===== src/rtl/mpbq_pkg.sv =====
package mpbq_pkg;

  // default depth of each of the three byte queues
  localparam int unsigned QueueDepthDefault = 32;

  // first realtime status byte; all bytes from here up are realtime
  localparam logic [7:0] RealtimeFirst = 8'hF8;

  // operation codes carried by an input transaction
  typedef enum logic [1:0] {
    OP_SEND     = 2'd0,
    OP_TX_READY = 2'd1,
    OP_RECEIVE  = 2'd2,
    OP_DRAIN    = 2'd3
  } op_e;

  // controller states, one-hot
  typedef enum logic [2:0] {
    ST_IDLE = 3'b001,
    ST_EXEC = 3'b010,
    ST_LOAD = 3'b100
  } ctrl_state_e;

  // input transaction payload
  typedef struct packed {
    logic [1:0] operation;
    logic [7:0] byte_in;
  } in_item_t;

  // output transaction payload
  typedef struct packed {
    logic        accepted;
    logic        tx_valid;
    logic [7:0]  tx_byte;
    logic        tx_request;
    logic        realtime_valid;
    logic [7:0]  realtime_byte;
    logic        parser_valid;
    logic [7:0]  parser_byte;
    logic [31:0] normal_drops;
    logic [31:0] realtime_drops;
  } out_item_t;

  // controller to datapath commands
  typedef struct packed {
    logic capture;
    logic execute;
    logic load;
  } ctrl_cmd_t;

  // datapath to controller status
  typedef struct packed {
    logic out_busy;
  } dp_status_t;

endpackage


===== src/rtl/mpbq_ring.sv =====
module mpbq_ring #(
  parameter int unsigned Depth = mpbq_pkg::QueueDepthDefault
) (
  input  logic       clk_i,
  input  logic       rst_ni,
  input  logic       push_i,
  input  logic [7:0] wdata_i,
  input  logic       pop_i,
  output logic [7:0] rdata_o,
  output logic       full_o,
  output logic       empty_o
);

  localparam int unsigned IdxW  = (Depth > 1) ? $clog2(Depth) : 1;
  localparam int unsigned FillW = $clog2(Depth + 1);

  logic [7:0]       mem_q [Depth];
  logic [7:0]       rdata_q;
  logic [IdxW-1:0]  rd_q, rd_d;
  logic [IdxW-1:0]  wr_q, wr_d;
  logic [FillW-1:0] fill_q, fill_d;

  assign full_o  = (fill_q == FillW'(Depth));
  assign empty_o = (fill_q == '0);
  assign rdata_o = rdata_q;

  // pointer and fill update, indices wrap at the depth
  always_comb begin
    rd_d   = rd_q;
    wr_d   = wr_q;
    fill_d = fill_q;
    if (push_i) begin
      wr_d   = (wr_q == IdxW'(Depth - 1)) ? '0 : wr_q + 1'b1;
      fill_d = fill_q + 1'b1;
    end else if (pop_i) begin
      rd_d   = (rd_q == IdxW'(Depth - 1)) ? '0 : rd_q + 1'b1;
      fill_d = fill_q - 1'b1;
    end
  end

  always_ff @(posedge clk_i or negedge rst_ni) begin
    if (!rst_ni) begin
      rd_q   <= '0;
      wr_q   <= '0;
      fill_q <= '0;
    end else begin
      rd_q   <= rd_d;
      wr_q   <= wr_d;
      fill_q <= fill_d;
    end
  end

  // byte storage, registered read
  always_ff @(posedge clk_i) begin
    if (push_i) begin
      mem_q[wr_q] <= wdata_i;
    end
    if (pop_i) begin
      rdata_q <= mem_q[rd_q];
    end
  end

`ifndef NO_ASSERTIONS
  a_fill_bound: assert property (@(posedge clk_i) disable iff (!rst_ni)
    fill_q <= FillW'(Depth))
    else $error("queue fill beyond depth");
  a_no_push_full: assert property (@(posedge clk_i) disable iff (!rst_ni)
    !(push_i && full_o))
    else $error("push into full queue");
  a_no_pop_empty: assert property (@(posedge clk_i) disable iff (!rst_ni)
    !(pop_i && empty_o))
    else $error("pop from empty queue");
`endif

endmodule


===== src/rtl/mpbq_datapath.sv =====
module mpbq_datapath #(
  parameter int unsigned QueueDepth = mpbq_pkg::QueueDepthDefault
) (
  input  logic                  clk_i,
  input  logic                  rst_ni,
  input  mpbq_pkg::in_item_t    in_data_i,
  input  mpbq_pkg::ctrl_cmd_t   cmd_i,
  output mpbq_pkg::dp_status_t  status_o,
  output logic                  out_valid_o,
  input  logic                  out_stall_i,
  output mpbq_pkg::out_item_t   out_data_o
);

  logic [1:0]  op_q;
  logic [7:0]  byte_q;
  logic        is_rt;
  logic        is_send, is_txrdy, is_recv, is_drain;

  logic        pri_push, pri_pop, pri_full, pri_empty;
  logic        norm_push, norm_pop, norm_full, norm_empty;
  logic        rx_push, rx_pop, rx_full, rx_empty;
  logic [7:0]  pri_rdata, norm_rdata, rx_rdata;

  logic        accepted_q, tx_valid_q, tx_from_pri_q, rt_valid_q, p_valid_q;
  logic        request_q, request_d;
  logic [31:0] norm_drops_q, norm_drops_d;
  logic [31:0] rt_drops_q, rt_drops_d;
  logic        out_valid_q, out_valid_d;
  mpbq_pkg::out_item_t out_q;
  mpbq_pkg::out_item_t out_d;

  // latch the transaction on capture
  always_ff @(posedge clk_i) begin
    if (cmd_i.capture) begin
      op_q   <= in_data_i.operation;
      byte_q <= in_data_i.byte_in;
    end
  end

  // operation decode
  always_comb begin
    is_send  = 1'b0;
    is_txrdy = 1'b0;
    is_recv  = 1'b0;
    is_drain = 1'b0;
    case (mpbq_pkg::op_e'(op_q))
      mpbq_pkg::OP_SEND:     is_send  = 1'b1;
      mpbq_pkg::OP_TX_READY: is_txrdy = 1'b1;
      mpbq_pkg::OP_RECEIVE:  is_recv  = 1'b1;
      mpbq_pkg::OP_DRAIN:    is_drain = 1'b1;
      default:               is_drain = 1'b0;
    endcase
  end

  assign is_rt = (byte_q >= mpbq_pkg::RealtimeFirst);

  // queue strobes, priority queue served first
  assign pri_push  = cmd_i.execute && is_send && is_rt && !pri_full;
  assign norm_push = cmd_i.execute && is_send && !is_rt && !norm_full;
  assign pri_pop   = cmd_i.execute && is_txrdy && !pri_empty;
  assign norm_pop  = cmd_i.execute && is_txrdy && pri_empty && !norm_empty;
  assign rx_push   = cmd_i.execute && is_recv && !is_rt && !rx_full;
  assign rx_pop    = cmd_i.execute && is_drain && !rx_empty;

  mpbq_ring #(.Depth(QueueDepth)) u_pri_ring (
    .clk_i   (clk_i),
    .rst_ni  (rst_ni),
    .push_i  (pri_push),
    .wdata_i (byte_q),
    .pop_i   (pri_pop),
    .rdata_o (pri_rdata),
    .full_o  (pri_full),
    .empty_o (pri_empty)
  );

  mpbq_ring #(.Depth(QueueDepth)) u_norm_ring (
    .clk_i   (clk_i),
    .rst_ni  (rst_ni),
    .push_i  (norm_push),
    .wdata_i (byte_q),
    .pop_i   (norm_pop),
    .rdata_o (norm_rdata),
    .full_o  (norm_full),
    .empty_o (norm_empty)
  );

  mpbq_ring #(.Depth(QueueDepth)) u_rx_ring (
    .clk_i   (clk_i),
    .rst_ni  (rst_ni),
    .push_i  (rx_push),
    .wdata_i (byte_q),
    .pop_i   (rx_pop),
    .rdata_o (rx_rdata),
    .full_o  (rx_full),
    .empty_o (rx_empty)
  );

  // per-transaction result flags
  always_ff @(posedge clk_i) begin
    if (cmd_i.execute) begin
      accepted_q    <= pri_push || norm_push || rx_push || (is_recv && is_rt);
      tx_valid_q    <= pri_pop || norm_pop;
      tx_from_pri_q <= pri_pop;
      rt_valid_q    <= is_recv && is_rt;
      p_valid_q     <= rx_pop;
    end
  end

  // request flag and drop counters
  always_comb begin
    request_d    = request_q;
    norm_drops_d = norm_drops_q;
    rt_drops_d   = rt_drops_q;
    if (cmd_i.execute) begin
      if (pri_push || norm_push) begin
        request_d = 1'b1;
      end
      if (is_txrdy && pri_empty && norm_empty) begin
        request_d = 1'b0;
      end
      if (is_send && is_rt && pri_full) begin
        rt_drops_d = rt_drops_q + 32'd1;
      end
      if (is_send && !is_rt && norm_full) begin
        norm_drops_d = norm_drops_q + 32'd1;
      end
    end
  end

  always_ff @(posedge clk_i or negedge rst_ni) begin
    if (!rst_ni) begin
      request_q    <= 1'b0;
      norm_drops_q <= '0;
      rt_drops_q   <= '0;
    end else begin
      request_q    <= request_d;
      norm_drops_q <= norm_drops_d;
      rt_drops_q   <= rt_drops_d;
    end
  end

  // result assembly
  always_comb begin
    out_d                = '0;
    out_d.accepted       = accepted_q;
    out_d.tx_valid       = tx_valid_q;
    out_d.tx_byte        = tx_valid_q ? (tx_from_pri_q ? pri_rdata : norm_rdata) : 8'd0;
    out_d.tx_request     = request_q;
    out_d.realtime_valid = rt_valid_q;
    out_d.realtime_byte  = rt_valid_q ? byte_q : 8'd0;
    out_d.parser_valid   = p_valid_q;
    out_d.parser_byte    = p_valid_q ? rx_rdata : 8'd0;
    out_d.normal_drops   = norm_drops_q;
    out_d.realtime_drops = rt_drops_q;
  end

  // output register, holds while stalled
  assign out_valid_d = cmd_i.load ? 1'b1 : (out_valid_q && out_stall_i);

  always_ff @(posedge clk_i or negedge rst_ni) begin
    if (!rst_ni) begin
      out_valid_q <= 1'b0;
    end else begin
      out_valid_q <= out_valid_d;
    end
  end

  always_ff @(posedge clk_i) begin
    if (cmd_i.load) begin
      out_q <= out_d;
    end
  end

  assign status_o.out_busy = out_valid_q && out_stall_i;
  assign out_valid_o       = out_valid_q;
  assign out_data_o        = out_q;

endmodule


===== src/rtl/mpbq_ctrl.sv =====
module mpbq_ctrl (
  input  logic                 clk_i,
  input  logic                 rst_ni,
  input  logic                 in_valid_i,
  output logic                 in_stall_o,
  input  mpbq_pkg::dp_status_t status_i,
  output mpbq_pkg::ctrl_cmd_t  cmd_o
);

  mpbq_pkg::ctrl_state_e state_q, state_d;
  logic                  accept;

  assign in_stall_o = (state_q != mpbq_pkg::ST_IDLE);
  assign accept     = in_valid_i && (state_q == mpbq_pkg::ST_IDLE);

  // sequence: capture, execute, load result
  always_comb begin
    state_d       = state_q;
    cmd_o.capture = 1'b0;
    cmd_o.execute = 1'b0;
    cmd_o.load    = 1'b0;
    case (state_q)
      mpbq_pkg::ST_IDLE: begin
        if (accept) begin
          cmd_o.capture = 1'b1;
          state_d       = mpbq_pkg::ST_EXEC;
        end
      end
      mpbq_pkg::ST_EXEC: begin
        cmd_o.execute = 1'b1;
        state_d       = mpbq_pkg::ST_LOAD;
      end
      mpbq_pkg::ST_LOAD: begin
        if (!status_i.out_busy) begin
          cmd_o.load = 1'b1;
          state_d    = mpbq_pkg::ST_IDLE;
        end
      end
      default: begin
        state_d = mpbq_pkg::ST_IDLE;
      end
    endcase
  end

  always_ff @(posedge clk_i or negedge rst_ni) begin
    if (!rst_ni) begin
      state_q <= mpbq_pkg::ST_IDLE;
    end else begin
      state_q <= state_d;
    end
  end

`ifndef NO_ASSERTIONS
  a_accept_exec: assert property (@(posedge clk_i) disable iff (!rst_ni)
    accept |=> (state_q == mpbq_pkg::ST_EXEC))
    else $error("accepted transaction not executed");
  a_exec_load: assert property (@(posedge clk_i) disable iff (!rst_ni)
    (state_q == mpbq_pkg::ST_EXEC) |=> (state_q == mpbq_pkg::ST_LOAD))
    else $error("execute not followed by load");
  a_load_idle: assert property (@(posedge clk_i) disable iff (!rst_ni)
    cmd_o.load |=> (state_q == mpbq_pkg::ST_IDLE))
    else $error("load did not return to idle");
`endif

endmodule


===== src/rtl/midi_priority_byte_queue.sv =====
// MIDI byte router with a priority send queue, a normal send queue and a
// receive queue.
// Input channel (in_valid_i / in_stall_o / in_data_i): one transaction is
// one operation: queue a byte to send, transmitter ready, byte received,
// or drain the receive queue.
// Output channel (out_valid_o / out_stall_i / out_data_o): exactly one
// result transaction per input transaction, in order.
// Each transaction runs capture, queue update with registered queue read
// and result load in the controller sequence, and no new input is taken
// before that load; the load waits while the output register is held.
// A result waiting on a stalled receiver does not block the next accept;
// the following result is held back until the output register is free.
// Reset clears all queue pointers and fill counts, both 32-bit drop
// counters and the transmit-request flag; queue storage is not cleared.
// Realtime status bytes (0xF8 and up) take the priority queue on send and
// are forwarded at once on receive.
module midi_priority_byte_queue #(
  parameter int unsigned QueueDepth = mpbq_pkg::QueueDepthDefault
) (
  input  logic                clk_i,
  input  logic                rst_ni,
  input  logic                in_valid_i,
  output logic                in_stall_o,
  input  mpbq_pkg::in_item_t  in_data_i,
  output logic                out_valid_o,
  input  logic                out_stall_i,
  output mpbq_pkg::out_item_t out_data_o
);

  mpbq_pkg::ctrl_cmd_t  cmd;
  mpbq_pkg::dp_status_t status;

  mpbq_ctrl u_ctrl (
    .clk_i      (clk_i),
    .rst_ni     (rst_ni),
    .in_valid_i (in_valid_i),
    .in_stall_o (in_stall_o),
    .status_i   (status),
    .cmd_o      (cmd)
  );

  mpbq_datapath #(.QueueDepth(QueueDepth)) u_datapath (
    .clk_i       (clk_i),
    .rst_ni      (rst_ni),
    .in_data_i   (in_data_i),
    .cmd_i       (cmd),
    .status_o    (status),
    .out_valid_o (out_valid_o),
    .out_stall_i (out_stall_i),
    .out_data_o  (out_data_o)
  );

endmodule


===== config.mk =====
export PLATFORM = sky130hd
export DESIGN_NAME = midi_priority_byte_queue
export DESIGN_NICKNAME = d
export VERILOG_FILES = /design/src/rtl/mpbq_pkg.sv /design/src/rtl/mpbq_ring.sv /design/src/rtl/mpbq_datapath.sv /design/src/rtl/mpbq_ctrl.sv /design/src/rtl/midi_priority_byte_queue.sv
export SDC_FILE = /design/constraint.sdc
export NUM_CORES = 1
export LEC_CHECK = 0
export BUFFER_PORTS_ARGS = -buffer_cell sky130_fd_sc_hd__buf_2
export CORE_ASPECT_RATIO = 0.7
export CORE_MARGIN = 4
export CORE_UTILIZATION = 50
export DETAILED_ROUTE_END_ITERATION = 7
export PLACE_DENSITY_LB_ADDON = 0.25
export SLEW_MARGIN = 20
export SYNTH_ARGS = -nofsm -noshare
export SYNTH_HDL_FRONTEND = slang
export SYNTH_SLANG_ARGS = --single-unit

===== constraint.sdc =====
create_clock -name clk_i -period 11.3 [get_ports clk_i]
set_input_delay 1.695 -clock clk_i [delete_from_list [all_inputs] [get_ports clk_i]]
set_output_delay 1.695 -clock clk_i [all_outputs]
set_load 0.005 [all_outputs]

== After elaboration in Yosys (flattened, before gate mapping) ==
Memories as Yosys holds them, arrays and structs flattened. A register that Yosys moved wholly into a read port is not among the register bits.
Cells that the tools add are included.
Widths: inputs -> output; s select.
Operators by class
  add/subtract/negate cells: 14
  $lt $le $gt $ge: 1
  equality and inequality tests: 18
  mux-type cells: 34
  bitwise operators: 3
  reductions and logical operators: 49
Operators with widths (number)
  $add 32x1->32 const B: 2
  $mux 6: 6
  $add 5x1->5 const B: 6
  $eq 5x5->1 const B: 6
  $mux 5: 6
  $logic_and 1x1->1: 23
  $add 6x1->6 const B: 3
  $eq 6x6->1 const B: 3
  $logic_not 6->1: 3
  $mux 1: 18
  $sub 6x1->6 const B: 3
  $reduce_and 2->1: 7
  $pmux 3 s3: 1
  $ge 8x8->1 const B: 1
  $mux 8: 1
  $reduce_bool 2->1: 4
  $logic_not 1->1: 7
  $mux 3: 2
  $eq 2x2->1 const B: 2
  $logic_or 1x1->1: 4
  $eq 3x1->1 const B: 1
  $eq 3x2->1 const B: 1
  $eq 3x3->1 const B: 1
  $ne 3x1->1 const B: 1
  5 further kinds: 7
Storage, ports and cells
  register bits after elaboration: 225
  RAM bits: 768
  output and inout port bits: 95
  memories kept: 3
Memory list
  u_datapath.u_norm_ring.mem_q: depth 32, width 8, rd ports 1, clocked after Yosys merged registers in 1, wr ports 1, line mpbq_ring.sv:17  | logic [7:0] mem_q [Depth];
  u_datapath.u_pri_ring.mem_q: depth 32, width 8, rd ports 1, clocked after Yosys merged registers in 1, wr ports 1, line mpbq_ring.sv:17
  u_datapath.u_rx_ring.mem_q: depth 32, width 8, rd ports 1, clocked after Yosys merged registers in 1, wr ports 1, line mpbq_ring.sv:17

== Longest topological paths before layout ==
  word-level depth: 8
  gate-level depth with buffers: 11
  depth with buffers taken out: 10

== By module ==
A second synthesis with hierarchy kept.
Second synthesis, totals
  cells, all modules: 2278
  area total of the unflattened synthesis: 40580.2 sq um
By module, submodules not included
  mpbq_ring (u_datapath.u_norm_ring): instances 1, cells each 631, area an instance 11245.8 sq um
  mpbq_ring (u_datapath.u_rx_ring): instances 1, cells each 613, area an instance 11210.8 sq um
  mpbq_ring (u_datapath.u_pri_ring): instances 1, cells each 577, area an instance 11182.0 sq um
  mpbq_datapath: instances 1, cells each 444, area an instance 6759.0 sq um
  mpbq_ctrl: instances 1, cells each 13, area an instance 182.7 sq um

== Worst setup path before layout ==
OpenSTA, ideal clock, no wires.
  path type: input -> register
  from: input port out_stall_i
  to: register u_datapath.out_q, in the netlist u_datapath.out_data_o[0] (enable)
  setup time: 0.575 ns
  data arrival time: 6.092 ns
  slack: 4.633 ns
  cell stages on the path: 1
  path buffers: 0
  path through: a21oi_1
On the way
  word-level cells in the longest chain between the ends: 3
RTL lines
  start, declared: line midi_priority_byte_queue.sv:26  | input logic out_stall_i,
  $logic_and 1x1->1: line mpbq_datapath.sv:174  | assign status_o.out_busy = out_valid_q && out_stall_i;
  $mux 1: line mpbq_ctrl.sv:34  | if (!status_i.out_busy) begin
  $mux 1: line mpbq_ctrl.sv:22  | case (state_q)
  end signal, assigned: line mpbq_datapath.sv:170  | out_q <= out_d;
  end, declared: line mpbq_datapath.sv:29  | mpbq_pkg::out_item_t out_q;
Every way passes these cells.
A chain may end at the register's enable or synchronous reset.

== Final worst setup path ==
  from: register u_datapath.byte_q[3]
  to: register u_datapath.u_norm_ring.fill_q[5]
On the way
  word-level cells in the longest chain between the ends: 5
RTL lines
  start, declared: line mpbq_datapath.sv:15  | logic [7:0] byte_q;
  start signal, assigned: line mpbq_datapath.sv:36  | byte_q <= in_data_i.byte_in;
  $ge 8x8->1 (*): line mpbq_datapath.sv:55  | assign is_rt = (byte_q >= mpbq_pkg::RealtimeFirst);
  $logic_not 1->1 (*): line mpbq_datapath.sv:59  | assign norm_push = cmd_i.execute && is_send && !is_rt && !norm_full;
  $logic_and 1x1->1 (*) (2 in a row): line mpbq_datapath.sv:59
  $mux 6 / $reduce_bool 2->1 (equally long branches)
  end signal, assigned: line mpbq_ring.sv:49  | fill_q <= fill_d;
  end, declared: line mpbq_ring.sv:21  | logic [FillW-1:0] fill_q, fill_d;
Every way passes the cells marked *; elsewhere a longest branch is shown, timed or not.

==> qor.yml <==
outcome: "completed"
clock_latency_ns: 0.65
place.gp.congestion: 0.808
synth_top_area_share_pct: 67.6
ir_worst_vdd_v: 0.000144
vias: 19667
grt_max_degree: 99
row_count: 86
cts_root_buffer: "clkbuf_16"
track_usage_pct: 20.0
cts_buffers: 90
holdCritStartpoint: "u_datapath.accepted_q$_DFFE_PN_"
drive_above_1_share_pct: 23.3
firstDrtPassIters: 7
ys.flop_type: "edfxtp_1"
via_per_inst: 5.93
drtIter0Drc: 2024
reg2reg_depth: 11
cts_setup_buffers: 0
portBuffers: 108
worstReg2RegEnd: "u_datapath.u_norm_ring.fill_q[5]$_DFFE_PN0P_"
fillers: 5837
crit_path_end_kind: "flip-flop"
synth.most_common_cell: "edfxtp_1"
hold_viol_final: 0
cp-start-kind: "flip-flop"
htree_levels: 3
syn_area_per_cell_sq_um: 19.5
die_w_um: 346
period_needed_ns: 3.65
synth_area_leader_cell: "edfxtp_1"
cp_max_fo: 98
grt_pass1_wl_um: 128000
arrival_ns: 4.22
min_to: "u_datapath.out_data_o[92]$_DFFE_PP_"
route.detailed.drc: 0
yosys_warnings: 0
die_h_um: 245
place_hpwl_um: 53000
relSlewSlack_pct: 32.5
seqPwrFrac_pct: 50.1
maxSlewViolCount: 0
min_path_type: "flip-flop to flip-flop"
fin_crit_sh_pct: 32.3
grt_overflow_total: 0
p_per_area_nw_per_um2: 201
drt_wl_total_um: 84300
cp_num_buf_inv: 2
leakage_nw: 14.7
p_clk_share_pct: 34.5
first_global_vias: 19556
synth_edf_count: 900
detail-route-antenna-nets: 0
slowest_stage: "buf_6"
synthTopCellsByCount: "edfxtp_1 (900), mux4_2 (216), nor2_1 (136)"
clkSinkCount: 1017
setup.worst_path.class: "flip-flop to flip-flop"
path_cells: "buf_6 -> nand2_1 -> or2_1 -> and3_1 -> inv_2 -> ha_1 -> a211oi_1 -> o21bai_1 -> a21oi_1 -> mux2i_1 -> xnor2_1"
final_nets: 2237
antenna_found_initial: 3
p_comb_share_pct: 15.4
dpl.cell_count: 3149
sw_frac_of_total_pct: 25.0
core_area_sq_um: 79000
synthesis.area_sq_um: 40000
ys_seq_area_share_pct: 74.9
multiInputGateArea_sq_um: 9610
syn_nets: 2098
area_delta_synth_final_pct: 11.8
hold_path_depth: 0
worst_pin_slew_ns: 1.01
skew_ns: 0.0259
cts-resized-gates: 0
ys_seq_elements: 1017
setup_tns_ns: 0
crit_family: "simple AND/OR/NAND/NOR gates"
cts_tree: "yes"
cp.depth: 11
cp_slowest_stage_delay_ns: 0.59
initial_core_util_pct: 50.6
p_int_w: 0.00674
wl_per_cell_um: 25.4
final_cells: 3315
dieArea_sq_um: 84600
syn_inst: 2046
cts_buffer_depth: 3
r2r-start: "u_datapath.byte_q[3]$_DFFE_PP_"
cts.clk_slew.worst_paths_ns: 0.06
rsz0062_at_grt: "false"
max_freq_mhz: 274
power.switching_w: 0.00224
cp.required_ns: 11.87
synth_area_leaders: "edfxtp_1 (68%), mux4_2 (12%), dfrtp_1 (7.3%), mux2i_1 (1.3%), nor2_1 (1.3%)"
ctsHoldBuffers: 0
rrSetupSlack_ns: 7.65
async_flop_share_pct: 11.5
register_area_sq_um: 30000
synth_cell_types: 57
maxCapViolCount: 0
num_io_pins: 109
setup_viol_count_final: 0
logic make-up (layout without fill, tap and decap cells):
logic type / after synthesis / after routing / synth area share, %
buffers and inverters: 101 / 313 / 1.12
other: 0 / 1 / 0
flip-flops: 1017 / 1017 / 74.9
AND/OR/NAND/NOR: 417 / 417 / 5.35
multiplexers: 287 / 287 / 14.0
XOR/XNOR: 77 / 77 / 1.69
AO/OA/AOI/OAI: 109 / 109 / 1.65
adder cells (fa/ha/maj): 38 / 38 / 1.25
worst reg2reg max path, stage by stage (launching register included):
cell and delay [ns]:
edfxtp_1 0.36, buf_6 0.59, nand2_1 0.22, or2_1 0.46
and3_1 0.44, inv_2 0.27, ha_1 0.29, a211oi_1 0.24
o21bai_1 0.12, a21oi_1 0.21, mux2i_1 0.24, xnor2_1 0.13
metal layers:
layer / up-vias / share of wire, % / track usage [%]
li1: 8458 / - / -
met1: 10351 / 47 / 31.8
met2: 739 / 43 / 27.9
met3: 119 / 7.8 / 4.97
met4: 0 / 2.0 / 4.65
met5: - / 0 / 0
power by group through the flow:
stage	sequential (W)	combinational, W	clock (W)
6_report	0.00450	0.00139	0.00310
3_5_place_dp	0.00458	0.00139	0
3_3_place_gp	0.00457	0.00136	0
2_1_floorplan	0.00456	0.000970	0
5_1_grt	0.00452	0.00150	0.00331
4_1_cts	0.00450	0.00140	0.00315
layout by cell type (no fill, tap or decap), types with 4 or more instances in the layout:
master / netlist / layout
edfxtp_1: 900 / 900
mux4_2: 216 / 216
nor2_1: 136 / 136
dfrtp_1: 116 / 109
buf_2: 30 / 107
clkbuf_16: 0 / 95
nand2_1: 82 / 82
xnor2_1: 56 / 56
mux2i_1: 51 / 51
nand3_1: 45 / 45
o21ai_0: 35 / 35
ha_1: 35 / 35
and2_1: 24 / 24
buf_4: 0 / 24
a21oi_1: 24 / 23
and3_1: 22 / 22
xor2_1: 21 / 21
clkbuf_1: 41 / 18
clkinv_1: 0 / 18
nand4_1: 17 / 17
clkinv_2: 0 / 16
and4_1: 15 / 15
o21ai_1: 13 / 13
nor2b_1: 12 / 12
mux2_2: 12 / 12
nand3b_1: 12 / 12
nand2b_1: 10 / 10
nor3_1: 9 / 9
bufinv_16: 0 / 9
a221oi_1: 8 / 8
o211ai_1: 8 / 8
a21o_1: 8 / 8
mux2_1: 8 / 8
inv_1: 7 / 7
inv_2: 7 / 7
or3_1: 6 / 6
clkbuf_8: 0 / 6
or3b_2: 4 / 4
dfrtp_2: 0 / 4
area by class of cell:
cell class,count,area share [%]
Clock inverter,46,0.989
Clock buffer,119,5.66
Inverter,14,0.118
Antenna cell,1,0.00560
Sequential cell,1017,67.1
Multi-Input combinational cell,928,21.5
Tap cell,1056,2.96
Timing Repair Buffer,134,1.68
worst max path at each step:
stage | startpoint | end
3_3_place_gp | u_datapath.byte_q[3]$_DFFE_PP_ | u_datapath.u_norm_ring.fill_q[5]$_DFFE_PN0P_
5_1_grt | u_datapath.byte_q[3]$_DFFE_PP_ | u_datapath.u_norm_ring.fill_q[5]$_DFFE_PN0P_
4_1_cts | u_datapath.byte_q[3]$_DFFE_PP_ | u_datapath.u_norm_ring.fill_q[5]$_DFFE_PN0P_
6_report | u_datapath.byte_q[3]$_DFFE_PP_ | u_datapath.u_norm_ring.fill_q[5]$_DFFE_PN0P_
2_1_floorplan | out_stall_i | u_datapath.out_data_o[0]$_DFFE_PP_
3_5_place_dp | u_datapath.byte_q[3]$_DFFE_PP_ | u_datapath.u_norm_ring.fill_q[5]$_DFFE_PN0P_
flip-flops by register name, summed over array words and instances, names as in the netlist, 2 cells and up:
signal and count:
u_datapath.norm_drops_q 32, u_datapath.byte_q 8, u_datapath.u_pri_ring.wr_q 5, u_datapath.op_q 2, u_datapath.u_rx_ring.wr_q 5, u_datapath.u_norm_ring.rd_q 5, u_datapath.u_rx_ring.rd_q 5, u_datapath.u_rx_ring.fill_q 6
u_datapath.u_norm_ring.fill_q 6, u_datapath.u_norm_ring.mem_q 256, u_datapath.u_rx_ring.mem_q 256, u_datapath.u_rx_ring.rdata_o 8, u_datapath.u_norm_ring.rdata_o 8, u_datapath.u_pri_ring.fill_q 6, u_ctrl.state_q 3, u_datapath.u_pri_ring.rdata_o 8
u_datapath.out_data_o 93, u_datapath.u_pri_ring.mem_q 256, u_datapath.rt_drops_q 32, u_datapath.u_pri_ring.rd_q 5, u_datapath.u_norm_ring.wr_q 5
metrics by stage:
stage	setup slack (ns)	instance area [sq um]	total power (W)	utilization, %	hold WS [ns]
2_1_floorplan	4.63	40000	0.00553	-	0.400
3_3_place_gp	7.56	41700	0.00593	52.8	0.413
3_5_place_dp	7.43	41700	0.00597	52.8	0.413
4_1_cts	7.38	44700	0.00905	56.5	0.429
5_1_grt	7.32	44700	0.00934	56.6	0.442
6_report	7.65	44700	0.00898	56.6	0.427
No activity file was read; power rests on OpenSTA's default activity.
